$ cat config.mk
export PLATFORM = sky130hd
export DESIGN_NAME = pfrd_clip
export DESIGN_NICKNAME = d
export VERILOG_FILES = /design/src/pfrd_pkg.sv /design/src/pfrd_clip.sv
export SDC_FILE = /design/constraint.sdc
export NUM_CORES = 1
export LEC_CHECK = 0
export ABC_AREA = 0
export BUFFER_PORTS_ARGS = -buffer_cell sky130_fd_sc_hd__buf_2
export CAP_MARGIN = 0
export CORE_AREA = 2 2 82 84
export DETAILED_ROUTE_END_ITERATION = 16
export DIE_AREA = 0 0 84 86
export PLACE_DENSITY = 0.73
export SETUP_SLACK_MARGIN = 0.3
export SLEW_MARGIN = 25
export SYNTH_ARGS = -nofsm -noshare
export SYNTH_HDL_FRONTEND = slang
export SYNTH_SLANG_ARGS = --single-unit
$ cat constraint.sdc
create_clock -name vclk -period 8.3
set_clock_uncertainty 0.1 [all_clocks]
set_input_delay 0.415 -clock vclk [all_inputs]
set_output_delay 0.415 -clock vclk [all_outputs]
set_load 0.1 [all_outputs]
$ cat src/pfrd_pkg.sv
// ----------------------------------------------------------------------------
// pfrd_pkg: shared definitions for the page framebuffer rectangle drawer
// Command codes, store geometry and the structs passed between modules.
// ----------------------------------------------------------------------------
package pfrd_pkg;

  localparam int SCREEN_WIDTH_DEF  = 128;
  localparam int SCREEN_HEIGHT_DEF = 64;

  localparam int STORE_DEPTH = 1024;
  localparam int STORE_AW    = $clog2(STORE_DEPTH);
  localparam int PIX_PER_BYTE = 8;

  // Working width of signed coordinates: holds x + w - 1 for all inputs.
  localparam int CW = 12;

  localparam logic [1:0] CMD_FILL    = 2'd0;
  localparam logic [1:0] CMD_OUTLINE = 2'd1;
  localparam logic [1:0] CMD_CLEAR   = 2'd2;
  localparam logic [1:0] CMD_READ    = 2'd3;

  // Clipped drawing job. The lo/hi bounds are inclusive and on screen; the
  // edge fields are the unclipped outline rows and columns.
  typedef struct packed {
    logic                 nonempty;
    logic                 outline;
    logic                 on;
    logic signed [CW-1:0] xlo;
    logic signed [CW-1:0] xhi;
    logic signed [CW-1:0] ylo;
    logic signed [CW-1:0] yhi;
    logic signed [CW-1:0] xl;
    logic signed [CW-1:0] xr;
    logic signed [CW-1:0] yt;
    logic signed [CW-1:0] yb;
  } job_t;

  // One store operation issued by the scanner.
  typedef struct packed {
    logic                valid;
    logic                clr;
    logic [STORE_AW-1:0] addr;
    logic [7:0]          mask;
    logic                on;
  } op_t;

endpackage

$ cat src/pfrd_clip.sv
// ----------------------------------------------------------------------------
// pfrd_clip: rectangle clipping
// Turns a command beat into an inclusive on-screen bounding box.
// ----------------------------------------------------------------------------
module pfrd_clip #(
  parameter int SCREEN_WIDTH  = pfrd_pkg::SCREEN_WIDTH_DEF,
  parameter int SCREEN_HEIGHT = pfrd_pkg::SCREEN_HEIGHT_DEF
) (
  input  logic               [1:0] cmd,
  input  logic signed        [9:0] pos_x,
  input  logic signed        [9:0] pos_y,
  input  logic signed        [9:0] rect_w,
  input  logic signed        [9:0] rect_h,
  input  logic                     pixel_on,
  output pfrd_pkg::job_t           job
);

  localparam int CW = pfrd_pkg::CW;
  localparam logic signed [CW-1:0] XMAX = CW'(SCREEN_WIDTH - 1);
  localparam logic signed [CW-1:0] YMAX = CW'(SCREEN_HEIGHT - 1);

  logic signed [CW-1:0] x, y, w, h, xe, ye, xlo, xhi, ylo, yhi;

  always_comb begin
    x   = CW'(pos_x);
    y   = CW'(pos_y);
    w   = CW'(rect_w);
    h   = CW'(rect_h);
    xe  = x + w - CW'(1);
    ye  = y + h - CW'(1);
    xlo = (x < 0) ? '0 : x;
    ylo = (y < 0) ? '0 : y;
    xhi = (xe > XMAX) ? XMAX : xe;
    yhi = (ye > YMAX) ? YMAX : ye;

    job.nonempty = (w > 0) && (h > 0) && (xlo <= xhi) && (ylo <= yhi);
    job.outline  = (cmd == pfrd_pkg::CMD_OUTLINE);
    job.on       = pixel_on;
    job.xlo      = xlo;
    job.xhi      = xhi;
    job.ylo      = ylo;
    job.yhi      = yhi;
    job.xl       = x;
    job.xr       = xe;
    job.yt       = y;
    job.yb       = ye;
  end

endmodule

# Word level (Yosys, flattened, before mapping)
# Cells that the tools add are included.
# word_totals
ff_bits	0
out_inout_bits	99
word_cells	20
# op_classes
n_mux	4
magnitude_cmp	8
eq_ne	1
reduce_logical	3
add_sub_neg	4
# ops
cell	n
$mux 12	4
$le 12x12->1	2
$sub 11x2->12 const B	2
$add 10x10->11	2
$gt 10x1->1 const B	2
$lt 10x1->1 const B	2
$gt 12x7->1 const B	1
$gt 12x8->1 const B	1
$logic_and 1x1->1	3
$eq 2x1->1 const B	1

# Logic depth before layout (Yosys ltp)
# depth
word_depth	7
mapped_depth	20

# Worst setup path after synthesis
# No wires, ideal clock.
# synth_timing
path_kind	input port to output port
startpoint	input port pos_y[2]
endpoint	output port job[98] (netlist name)
arrival_time_ns	7.302
path_buffers	1
slack_ns	0.483
path_stages	18
t_required_ns	7.785
cell_sequence	inv_1 -> ha_1 -> inv_1 -> ha_1 -> a211oi_1 -> o21ai_1 -> xnor2_1 -> a211oi_1 -> a32oi_1 -> buf_2 -> nand2b_1 -> ha_1 -> nor2b_1 -> o211ai_1 -> a21oi_1 -> o22ai_1 -> nand3_1 -> nor3_1
# synth_rtl
element	line_no	rtl
start, declared	pfrd_clip.sv:11	input logic signed [9:0] pos_y,
end, declared	pfrd_clip.sv:15	output pfrd_pkg::job_t job

==> out/qor.txt <==
Sequential fraction of the synthesis area: 0
NetSw: 689 µW
Post-DP HPWL: 6.43 mm
Sw Share: 0.824
Layout cells sized above 1: 0.301
Pre-antenna DRT Iters: 5
Worst path max stage delay: 640 ps
Vias per std cell: 4.94
# resized after CTS: 0
Initial antenna violation count: 0
Via Count: 2,712
Die Width: 84 µm
Unrepaired setup endpoints after global routing: no
Max-slew violations: 0
Yosys top cell area share: 0.293
Antenna violation net count after detailed routing: 0
Slew HR: 0.470
Top Family by Delay on Critical Path: compound AO/OA/AOI/OAI gates
Initial core utilization: 0.395
IO Count: 142
Critical Path AT: 4760 ps
Critical-path cell list: buf_2 > inv_1 > ha_1 > inv_1 > ha_1 > inv_1 > fa_1 > nor2b_1 > o2111ai_1 > a21oi_1 > o2111ai_1 > a32oi_1 > nor2_1 > ha_1 > a21o_1 > a21oi_1 > o21ai_0 > o22ai_1 > nand3_1 > nor3_1 > buf_2
Tcrit/Tclk final: 0.636
Vias in the first global route: 2,462
Distinct cells, synth: 47
Setup crit end kind: output port
Cell Area, Synth: 2480 µm²
Pwr dens: 278 nW/µm²
Max Cap Viol: 0
Leak pwr: 0.00189 µW
Die Area: 7220 µm²
Area leader, netlist: ha_1
Port bufs: 134
Most frequent cells after synthesis: inv_1, ha_1, nor2_1
Startpoint Class: input port
Sequential share of power: 0
Total Routed Length: 7.14 mm
Critical Path RT: 7790 ps
Ys Warns: 0
Crit-path slowest cell: a32oi_1
# setup viols final: 0
Syn-to-layout area delta: 21.3%
Post-DR wirelength/cell: 13.0 µm
Final #Nets: 577
DIE HEIGHT: 86 µm
Ranking of synthesized cells by area: ha_1, inv_1, buf_4
Pint: 147 µW
DR iter-0 viols: 101
Gr usage total: 0.185
Pin slew with the least headroom to its limit: 795 ps
Setup TNS: 0 ps
Gate Count Post-Synth: 370
# DRC: 0
Worst path buffer plus inverter count: 5
Final hold vios: 0
Largest net degree at the start of global routing: 15
Sequential cells: 0
Status: finished, final reports clean
Worst hold stages: 0
Setup Buffers After CTS: 0
ANT cells: 0
Hold Path End: job[96]
Hold Buf Count CTS: 0
First-pass GRT wire length: 11.4 mm
Crit Path Category: input port to output port
Worst vdd ir: 0.165 mV
Post-layout util: 0.479
Core Area: 6280 µm²
GP Congestion: 0.947
Placement Rows: 29
Highest clock rate: 0.190 GHz
Hold Path Class: input port to output port
CP Max Fanout: 11
Minimum clock period: 5280 ps
Global route overflow: 0
Comb pwr share: 1.000
Worst hold start: pixel_on
Count leader, synth: inv_1
Power share of the clock group: 0
# clk buffers: 0
Syn Area/Cell: 6.70 µm²
Register Area: 0 µm²
[area by class of cell]
class,count,area [µm²]
Fill cell,636,3270
Multi-Input combinational cell,243,1880
Timing Repair Buffer,134,671
Inverter,95,357
Tap cell,77,96.3
[kinds of logic (layout without fill, tap and decap cells)]
kind of cell,after synthesis,after routing,synth area share
buffers and inverters,132,229,0.248
AND/OR/NAND/NOR,95,95,0.189
AO/OA/AOI/OAI,67,67,0.198
adder cells (fa/ha/maj),60,60,0.309
XOR/XNOR,13,13,0.0460
multiplexers,2,2,0.00808
other,1,6,0.00151
[placed cells by master, fill, tap and decap left out, types with 2 or more instances in the layout]
master,count
xor2_1,4
a21o_1,7
a211oi_1,3
or2_1,5
nand4_1,2
and3_1,5
inv_1,95
nor4_1,3
o2111ai_1,3
xnor2_1,9
o21a_1,3
nand2_1,14
o211ai_1,5
nor2_1,37
mux2i_1,2
nand2b_1,10
conb_1,6
a311oi_1,3
nor3_1,5
ha_1,58
nand3_1,5
o21ai_0,5
and2_1,2
fa_1,2
a21oi_1,20
nor2b_1,3
o22ai_1,3
a31oi_1,3
buf_2,134
[power by group through the flow]
stage	clock, µW	sequential, µW	combinational [µW]
floorplan	0	0	723
global placement	0	0	827
detailed placement	0	0	833
CTS	0	0	835
global route	0	0	875
finish	0	0	836
[stage by stage]
stage / setup slack [ps] / power (µW) / hold slack [ps] / cell area, µm² / std cells
final: 3020 / 836 / 730 / 3010 / 549
after global routing: 2510 / 875 / 731 / 3010 / 549
after CTS: 3070 / 835 / 731 / 3010 / 549
after detailed placement: 3070 / 833 / 731 / 3010 / 549
after global placement: 3220 / 827 / 731 / 3010 / 549
after floorplan: 483 / 723 / 942 / 2500 / 375
[worst max path at each step]
stage	end	startpoint	cells after the start	slack (ps)
6_report	job[98]	pos_y[1]	21	3020
5_1_grt	job[98]	pos_y[1]	21	2510
4_1_cts	job[98]	pos_y[1]	21	3070
3_5_place_dp	job[98]	pos_y[1]	21	3070
3_3_place_gp	job[98]	pos_y[1]	21	3220
2_1_floorplan	job[98]	pos_y[2]	18	480
[layer usage]
metal | track usage | routed length [µm] | up-vias
met5 | 0 | 0 | -
met4 | 0.00733 | 5 | 0
met3 | 0.0106 | 370 | 2
met2 | 0.341 | 3540 | 96
met1 | 0.250 | 3220 | 1228
li1 | - | - | 1386
No activity file was read; power rests on OpenSTA's default activity.
