--- config.mk ---
export PLATFORM = sky130hd
export DESIGN_NAME = pfrd_scan
export DESIGN_NICKNAME = d
export VERILOG_FILES = /design/src/pfrd_pkg.sv /design/src/pfrd_scan.sv
export SDC_FILE = /design/constraint.sdc
export NUM_CORES = 1
export LEC_CHECK = 0
export BUFFER_PORTS_ARGS = -buffer_cell sky130_fd_sc_hd__buf_4
export CAP_MARGIN = 20
export CELL_PAD_IN_SITES_DETAIL_PLACEMENT = 0
export CELL_PAD_IN_SITES_GLOBAL_PLACEMENT = 2
export CORE_MARGIN = 2
export CORE_UTILIZATION = 35
export CTS_BUF_LIST = sky130_fd_sc_hd__clkbuf_16
export DETAILED_ROUTE_END_ITERATION = 16
export GPL_ROUTABILITY_DRIVEN = 1
export GPL_TIMING_DRIVEN = 0
export HOLD_SLACK_MARGIN = 0.08
export PLACE_DENSITY_LB_ADDON = 0.1
export SYNTH_ARGS = -nofsm -noshare
export SYNTH_HDL_FRONTEND = slang
export SYNTH_SLANG_ARGS = --single-unit
--- constraint.sdc ---
create_clock -name clk -period 3.2 [get_ports clk]
set_input_delay 0.48 -clock clk [delete_from_list [all_inputs] [get_ports clk]]
set_output_delay 0.48 -clock clk [all_outputs]
set_load 0.01 [all_outputs]
--- src/pfrd_pkg.sv ---
// ----------------------------------------------------------------------------
// pfrd_pkg: shared definitions for the page framebuffer rectangle drawer
// Command codes, store geometry and the structs passed between modules.
// ----------------------------------------------------------------------------
package pfrd_pkg;

  localparam int SCREEN_WIDTH_DEF  = 128;
  localparam int SCREEN_HEIGHT_DEF = 64;

  localparam int STORE_DEPTH = 1024;
  localparam int STORE_AW    = $clog2(STORE_DEPTH);
  localparam int PIX_PER_BYTE = 8;

  // Working width of signed coordinates: holds x + w - 1 for all inputs.
  localparam int CW = 12;

  localparam logic [1:0] CMD_FILL    = 2'd0;
  localparam logic [1:0] CMD_OUTLINE = 2'd1;
  localparam logic [1:0] CMD_CLEAR   = 2'd2;
  localparam logic [1:0] CMD_READ    = 2'd3;

  // Clipped drawing job. The lo/hi bounds are inclusive and on screen; the
  // edge fields are the unclipped outline rows and columns.
  typedef struct packed {
    logic                 nonempty;
    logic                 outline;
    logic                 on;
    logic signed [CW-1:0] xlo;
    logic signed [CW-1:0] xhi;
    logic signed [CW-1:0] ylo;
    logic signed [CW-1:0] yhi;
    logic signed [CW-1:0] xl;
    logic signed [CW-1:0] xr;
    logic signed [CW-1:0] yt;
    logic signed [CW-1:0] yb;
  } job_t;

  // One store operation issued by the scanner.
  typedef struct packed {
    logic                valid;
    logic                clr;
    logic [STORE_AW-1:0] addr;
    logic [7:0]          mask;
    logic                on;
  } op_t;

endpackage

--- src/pfrd_scan.sv ---
// ----------------------------------------------------------------------------
// pfrd_scan: store address and mask sequencer
// Walks the bytes of a clipped rectangle page by page, or sweeps the whole
// store for a clear, issuing one store operation per cycle.
// ----------------------------------------------------------------------------
module pfrd_scan #(
  parameter int SCREEN_WIDTH  = pfrd_pkg::SCREEN_WIDTH_DEF,
  parameter int SCREEN_HEIGHT = pfrd_pkg::SCREEN_HEIGHT_DEF
) (
  input  logic           clk,
  input  logic           rst,
  input  logic           start_draw,
  input  logic           start_clear,
  input  pfrd_pkg::job_t job,
  output pfrd_pkg::op_t  op,
  output logic           busy
);

  localparam int CW    = pfrd_pkg::CW;
  localparam int AW    = pfrd_pkg::STORE_AW;
  localparam int XW    = $clog2(SCREEN_WIDTH);
  localparam int NPAGE = (SCREEN_HEIGHT + 7) / 8;
  localparam int PW    = (NPAGE > 1) ? $clog2(NPAGE) : 1;
  localparam int RW    = PW + 3;
  localparam int LW    = (PW + XW > AW) ? PW + XW : AW + 1;
  localparam logic [AW-1:0] CLR_LAST = AW'(pfrd_pkg::STORE_DEPTH - 1);

  logic                 clr;
  logic [AW-1:0]        clr_addr;
  logic [XW-1:0]        cur_x, x_first, x_last;
  logic [PW-1:0]        cur_p, p_last;
  logic                 outline, on;
  logic signed [CW-1:0] ylo, yhi, xl, xr, yt, yb;

  logic [7:0]           mask;
  logic [LW-1:0]        addr_full;
  logic                 in_store;
  logic                 col_edge;
  logic signed [CW-1:0] col_s;

  always_comb begin
    logic [RW-1:0]        row;
    logic signed [CW-1:0] row_s;
    logic                 in_range, on_edge;
    col_s    = $signed({{(CW-XW){1'b0}}, cur_x});
    col_edge = (col_s == xl) || (col_s == xr);
    for (int k = 0; k < pfrd_pkg::PIX_PER_BYTE; k++) begin
      row      = {cur_p, 3'(k)};
      row_s    = $signed({{(CW-RW){1'b0}}, row});
      in_range = (row_s >= ylo) && (row_s <= yhi);
      on_edge  = (row_s == yt) || (row_s == yb);
      mask[k]  = (outline && !col_edge) ? (in_range && on_edge) : in_range;
    end
    addr_full = LW'(cur_p) * LW'(SCREEN_WIDTH) + LW'(cur_x);
    in_store  = addr_full < LW'(pfrd_pkg::STORE_DEPTH);

    op.valid = busy && (clr || (in_store && (mask != 8'd0)));
    op.clr   = clr;
    op.addr  = clr ? clr_addr : addr_full[AW-1:0];
    op.mask  = mask;
    op.on    = on;
  end

  // Control state; reset starts the power-up clearing sweep.
  always_ff @(posedge clk) begin
    if (rst) begin
      busy     <= 1'b1;
      clr      <= 1'b1;
      clr_addr <= '0;
    end else if (start_clear) begin
      busy     <= 1'b1;
      clr      <= 1'b1;
      clr_addr <= '0;
    end else if (start_draw) begin
      busy <= job.nonempty;
      clr  <= 1'b0;
    end else if (busy) begin
      if (clr) begin
        if (clr_addr == CLR_LAST) begin
          busy <= 1'b0;
        end else begin
          clr_addr <= clr_addr + AW'(1);
        end
      end else if ((cur_x == x_last) && (cur_p == p_last)) begin
        busy <= 1'b0;
      end
    end
  end

  // Walk position and job fields.
  always_ff @(posedge clk) begin
    if (start_draw) begin
      cur_x   <= job.xlo[XW-1:0];
      x_first <= job.xlo[XW-1:0];
      x_last  <= job.xhi[XW-1:0];
      cur_p   <= job.ylo[PW+2:3];
      p_last  <= job.yhi[PW+2:3];
      outline <= job.outline;
      on      <= job.on;
      ylo     <= job.ylo;
      yhi     <= job.yhi;
      xl      <= job.xl;
      xr      <= job.xr;
      yt      <= job.yt;
      yb      <= job.yb;
    end else if (busy && !clr) begin
      if (cur_x == x_last) begin
        cur_x <= x_first;
        cur_p <= cur_p + PW'(1);
      end else begin
        cur_x <= cur_x + XW'(1);
      end
    end
  end

endmodule

-- After elaboration in Yosys (flattened, before gate mapping)
Index checks and enable logic that the tools add are counted.
- flip-flop bits (word level): 113
- output and inout bits: 22
- input bits: 103
- mux-type cells: 20
- equality and inequality tests: 21
- add/subtract/negate cells: 4
- magnitude comparators: 17
- reductions and logical operators: 39
- bitwise operators: 2
- operator list (cell ; number):
    7-bit by 12-bit == test with 1-bit output ; 16
    7-bit by 12-bit greater-or-equal comparator with 1-bit output ; 8
    7-bit by 12-bit <= comparator with 1-bit output ; 8
    8-bit by 12-bit == test with 1-bit output ; 2
    1-bit logical AND ; 21
    7-bit two-way mux ; 3
    1-bit two-way mux ; 13
    10-bit by 7-bit adder with 11-bit output ; 1
    11-bit less-than comparator (second input constant) ; 1
    10-bit by 1-bit adder with 10-bit output (second input constant) ; 1
    10-bit == test (second input constant) ; 1
    1-bit logical OR ; 10
    10-bit two-way mux ; 1
    3-bit two-way mux ; 3
    8-bit nonzero test ; 1
    7-bit by 1-bit adder with 7-bit output (second input constant) ; 1
    7-bit == test ; 1
    4-bit AND reduction ; 1
    2-bit nonzero test ; 2
    3-bit by 1-bit adder with 3-bit output (second input constant) ; 1
    3-bit == test ; 1
    1-bit logical NOT ; 2
    1-bit NOT ; 2
    2-bit AND reduction ; 1
    2-bit OR reduction ; 1

-- Depth between registers and ports, before layout
- depth after elaboration: 9
- depth in mapped cells: 9
- gate-level depth less buffers: 8

-- Worst setup path after synthesis
No wires, ideal clock.
- path kind: register to output
- from: reg cur_p[1]
- to: out op[20] in the netlist's numbering
- slack: 0.558 ns
- arrival: 2.162 ns
- required time: 2.720 ns
- stages on the path, launching flop included: 9
- buffers on the path: 1
- cells stage by stage: edfxtp_1 -> ha_1 -> nor4bb_1 -> clkbuf_1 -> o21ai_0 -> a21oi_1 -> o32ai_1 -> a32oi_1 -> a41oi_2
- RTL lines (element ; RTL line ; text):
    start: declaration ; pfrd_scan.sv:31 ; logic [PW-1:0] cur_p, p_last;
    start signal: assignment ; pfrd_scan.sv:96 ; cur_p <= job.ylo[PW+2:3];
    start signal: assignment ; pfrd_scan.sv:109 ; cur_p <= cur_p + PW'(1);
    end: declaration ; pfrd_scan.sv:15 ; output pfrd_pkg::op_t op,

==> insert_results.sql <==
INSERT INTO impl_metrics (metric_group, metric, value, unit) VALUES
('min_path', 'holdCritPathClass', 'in -> reg', ''),
('synth', 'synth.most_common_cell', 'sky130_fd_sc_hd__edfxtp_1', ''),
('clock_tree', 'clock_h_tree_levels', '3', ''),
('synth', 'postSynthRegisterBits', '110', ''),
('final_layout', 'syn_to_final_growth', '28.4', '%'),
('clock_tree', 'cts_buffers', '9', ''),
('final_layout', 'final_net_count', '673', ''),
('synth', 'netlist.top_cell.by_area', 'sky130_fd_sc_hd__edfxtp_1', ''),
('synth', 'dominantRegCellSynth', 'sky130_fd_sc_hd__edfxtp_1', ''),
('worst_setup_path', 'cp-start-kind', 'flip-flop', ''),
('clock_tree', 'cts.root.buffer_cell', 'sky130_fd_sc_hd__clkbuf_16', ''),
('detailed_routing', 'routedWlPerCell', '17.0', 'um'),
('worst_setup_path', 'cp_slowest_cell', 'sky130_fd_sc_hd__edfxtp_1', ''),
('synth', 'synth_nets', '543', ''),
('detailed_routing', 'mean_number_of_vias_per_cell', '5.03', ''),
('timing', 'postLayoutSetupSlackWorst', '0.0368', 'ns'),
('place', 'numPortBuffers', '114', ''),
('timing', 'worst_pin_slew', '0.569', 'ns'),
('global_route', 'total_congestion_overflow', '0', ''),
('timing', 'post-route-min-period', '3.16', 'ns'),
('final_layout', 'drive_above_1_share', '0.317', ''),
('worst_setup_path', 'timing.critical_path.max_delay_family', 'compound AO/OA/AOI/OAI gates', ''),
('floorplanning', 'die_h', '127', 'um'),
('worst_setup_path', 'cp_cell_sequence', 'ha_1, nor4bb_2, buf_4, o21ai_1, a21oi_2, buf_4, o32ai_1, a32oi_1, a41oi_2, buf_4', ''),
('global_route', 'grt_use_total', '0.159', ''),
('global_route', 'number_of_antenna_violations_at_the_first_check_in_global_routing', '0', ''),
('synth', 'yosysSeqAreaShare', '0.602', ''),
('clock_tree', 'clkLatencyLatePin', '0.36', 'ns'),
('worst_setup_path', 'worst_path_most_repeated_cell', 'sky130_fd_sc_hd__buf_4', ''),
('final_layout', 'filler_cells', '1373', ''),
('synth', 'share_of_async_settable_or_async_resettable_flops_after_synthesis', '0', ''),
('synth', 'synth_edf_count', '98', ''),
('timing', 'timing.final.setup_violations', '0', ''),
('place', 'place_hpwl', '9340', 'um'),
('timing', 'max_freq', '316', 'MHz'),
('worst_setup_path', 'worst-path-buf-inv', '3', ''),
('detailed_routing', 'drt_pass1_iterations', '6', ''),
('timing', 'accumulated_negative_setup_slack', '0', 'ns'),
('job', 'cap_viol_max_count', '0', ''),
('floorplanning', 'core', '0.0146', 'mm2'),
('worst_setup_path', 'r2r_start', 'cur_x[4]', ''),
('floorplanning', 'die-area', '0.0161', 'mm2'),
('clock_tree', 'max-clock-path-buffers', '2', ''),
('status', 'outcome', 'completed', ''),
('synth', 'postSynthCellCount', '429', ''),
('synth', 'synthesis.area_per_instance', '12.3', 'um2'),
('worst_setup_path', 'worst_r2r_path_depth', '6', ''),
('timing', 'min_period_over_period', '0.989', ''),
('place', 'placed_area', '0.00638', 'mm2'),
('synth', 'netlist_top_cells_area', 'sky130_fd_sc_hd__edfxtp_1 (56%), sky130_fd_sc_hd__dfxtp_1 (4.5%), sky130_fd_sc_hd__xnor2_1 (3.8%)', ''),
('synth', 'netlist_top_cells_count', 'sky130_fd_sc_hd__edfxtp_1 (98), sky130_fd_sc_hd__nand2_1 (27), sky130_fd_sc_hd__o21ai_0 (26), sky130_fd_sc_hd__nor2_1 (23), sky130_fd_sc_hd__xnor2_1 (23)', ''),
('detailed_routing', 'drt_wl_total', '12700', 'um'),
('worst_setup_path', 'worstPathRequired', '2.72', 'ns'),
('timing', 'slew_violations', '0', ''),
('global_route', 'first_global_vias', '3752', ''),
('worst_setup_path', 'critical_path.endpoint', 'op[20]', ''),
('synth', 'yosysWarningCount', '0', ''),
('detailed_routing', 'drt.antenna.violating_nets', '0', ''),
('detailed_routing', 'drcViolationCount', '0', ''),
('place', 'detailedPlace.worstSlack', '0.00161', 'ns'),
('synth', 'synth_area', '0.00529', 'mm2'),
('power', 'total_leakage_power', '2.58', 'nW'),
('power', 'powerDensity', '488', 'mW/mm2'),
('timing', 'max_slew_margin', '0.617', ''),
('global_route', 'largest_net_degree_at_the_start_of_global_routing', '92', ''),
('worst_setup_path', 'worst_setup_path_end_kind', 'output port', ''),
('final_layout', 'post-route-util', '0.464', ''),
('timing', 'rsz_0062_raised_after_global_routing', 'true', ''),
('worst_setup_path', 'cpPeakStageDelay', '0.43', 'ns'),
('power', 'power.ir.vdd_worst', '0.000264', 'V'),
('synth', 'synth_cell_types', '58', '');
-- state kept, by name (all words and copies together), names as in the netlist --
register / count
on: 1
clr: 1
xl: 12
yhi: 10
x_first: 7
xr: 12
ylo: 12
busy: 1
p_last: 2
x_last: 7
yb: 12
outline: 1
cur_p: 3
clr_addr: 10
cur_x: 7
yt: 12
-- repair_timing --
action	4_1_cts	5_1_grt
endpoints found under the setup margin	7	2
resized for setup	6	8
pin swaps	2	4
setup buffers	4	0
-- cell usage in the layout (no fill, tap or decap), types with 11 or more instances in the layout --
| master | count |
|---|---|
| sky130_fd_sc_hd__o21ai_0 | 25 |
| sky130_fd_sc_hd__nand2_1 | 27 |
| sky130_fd_sc_hd__nand4_1 | 15 |
| sky130_fd_sc_hd__inv_1 | 15 |
| sky130_fd_sc_hd__nor2_1 | 23 |
| sky130_fd_sc_hd__mux2_2 | 11 |
| sky130_fd_sc_hd__edfxtp_1 | 98 |
| sky130_fd_sc_hd__clkbuf_1 | 13 |
| sky130_fd_sc_hd__xor2_1 | 18 |
| sky130_fd_sc_hd__a21oi_1 | 14 |
| sky130_fd_sc_hd__dfxtp_1 | 12 |
| sky130_fd_sc_hd__nand3_1 | 14 |
| sky130_fd_sc_hd__xnor2_1 | 23 |
| sky130_fd_sc_hd__buf_4 | 122 |
-- power by group --
group	internal (mW)	leakage, nW	switching, mW
Sequential	1.68	1.06	0.0569
Combinational	0.235	1.38	0.238
Clock	0.549	0.146	0.555
Total	2.47	2.58	0.850
-- cell type report --
class | instances | area (um2) | share of cell area
inverter | 15 | 56.3 | 0.00829
multi-input combinational | 285 | 2030 | 0.299
clock buffer | 9 | 225 | 0.0331
timing repair buffer | 120 | 921 | 0.136
tap | 184 | 230 | 0.0339
clock inverter | 7 | 61.3 | 0.00902
buffer | 18 | 83.8 | 0.0123
sequential | 110 | 3180 | 0.469
-- logic make-up after synthesis --
logic type                 Yosys count  synth area share
AOI/OAI and AO/OA                   80             0.103
muxes                               13            0.0272
DFF                                110             0.602
buffers and inverters               34            0.0265
adders and majority gates           11            0.0260
and+or+nand+nor                    140             0.148
xor gates and xnor gates            41            0.0679
-- worst min-delay path by stage --
stage | from | end | slack, ns | cells after the start
6_report | job[75] | x_last[3] | 0.29 | 1
5_1_grt | job[19] | yt[7] | 0.27 | 1
4_1_cts | job[75] | x_last[3] | 0.27 | 1
3_5_place_dp | clr_addr[5] | clr_addr[5] | 0.51 | 2
3_3_place_gp | clr_addr[9] | clr_addr[9] | 0.50 | 2
2_1_floorplan | clr_addr[9] | clr_addr[9] | 0.46 | 2
-- per-stage QoR --
step	hold WS [ns]	instances
global route	0.270	748
global placement	0.500	727
detailed placement	0.507	727
floorplan	0.463	429
finish	0.293	748
CTS	0.271	747
-- worst register-to-register path: stages (launching register included) --
cell and delay, ns:
sky130_fd_sc_hd__edfxtp_1 0.37, sky130_fd_sc_hd__clkbuf_1 0.24, sky130_fd_sc_hd__xor2_1 0.22, sky130_fd_sc_hd__nor4_1 0.29
sky130_fd_sc_hd__nand4_1 0.33, sky130_fd_sc_hd__clkbuf_1 0.33, sky130_fd_sc_hd__a21boi_0 0.49
-- routing by layer --
metal	vias up	wire length, um	GRT usage
li1	1892	-	-
met1	1770	5520	0.204
met2	86	6440	0.268
met3	11	598	0.0422
met4	0	157	0.0433
met5	-	0	0
(Power assumes the default switching activity.)
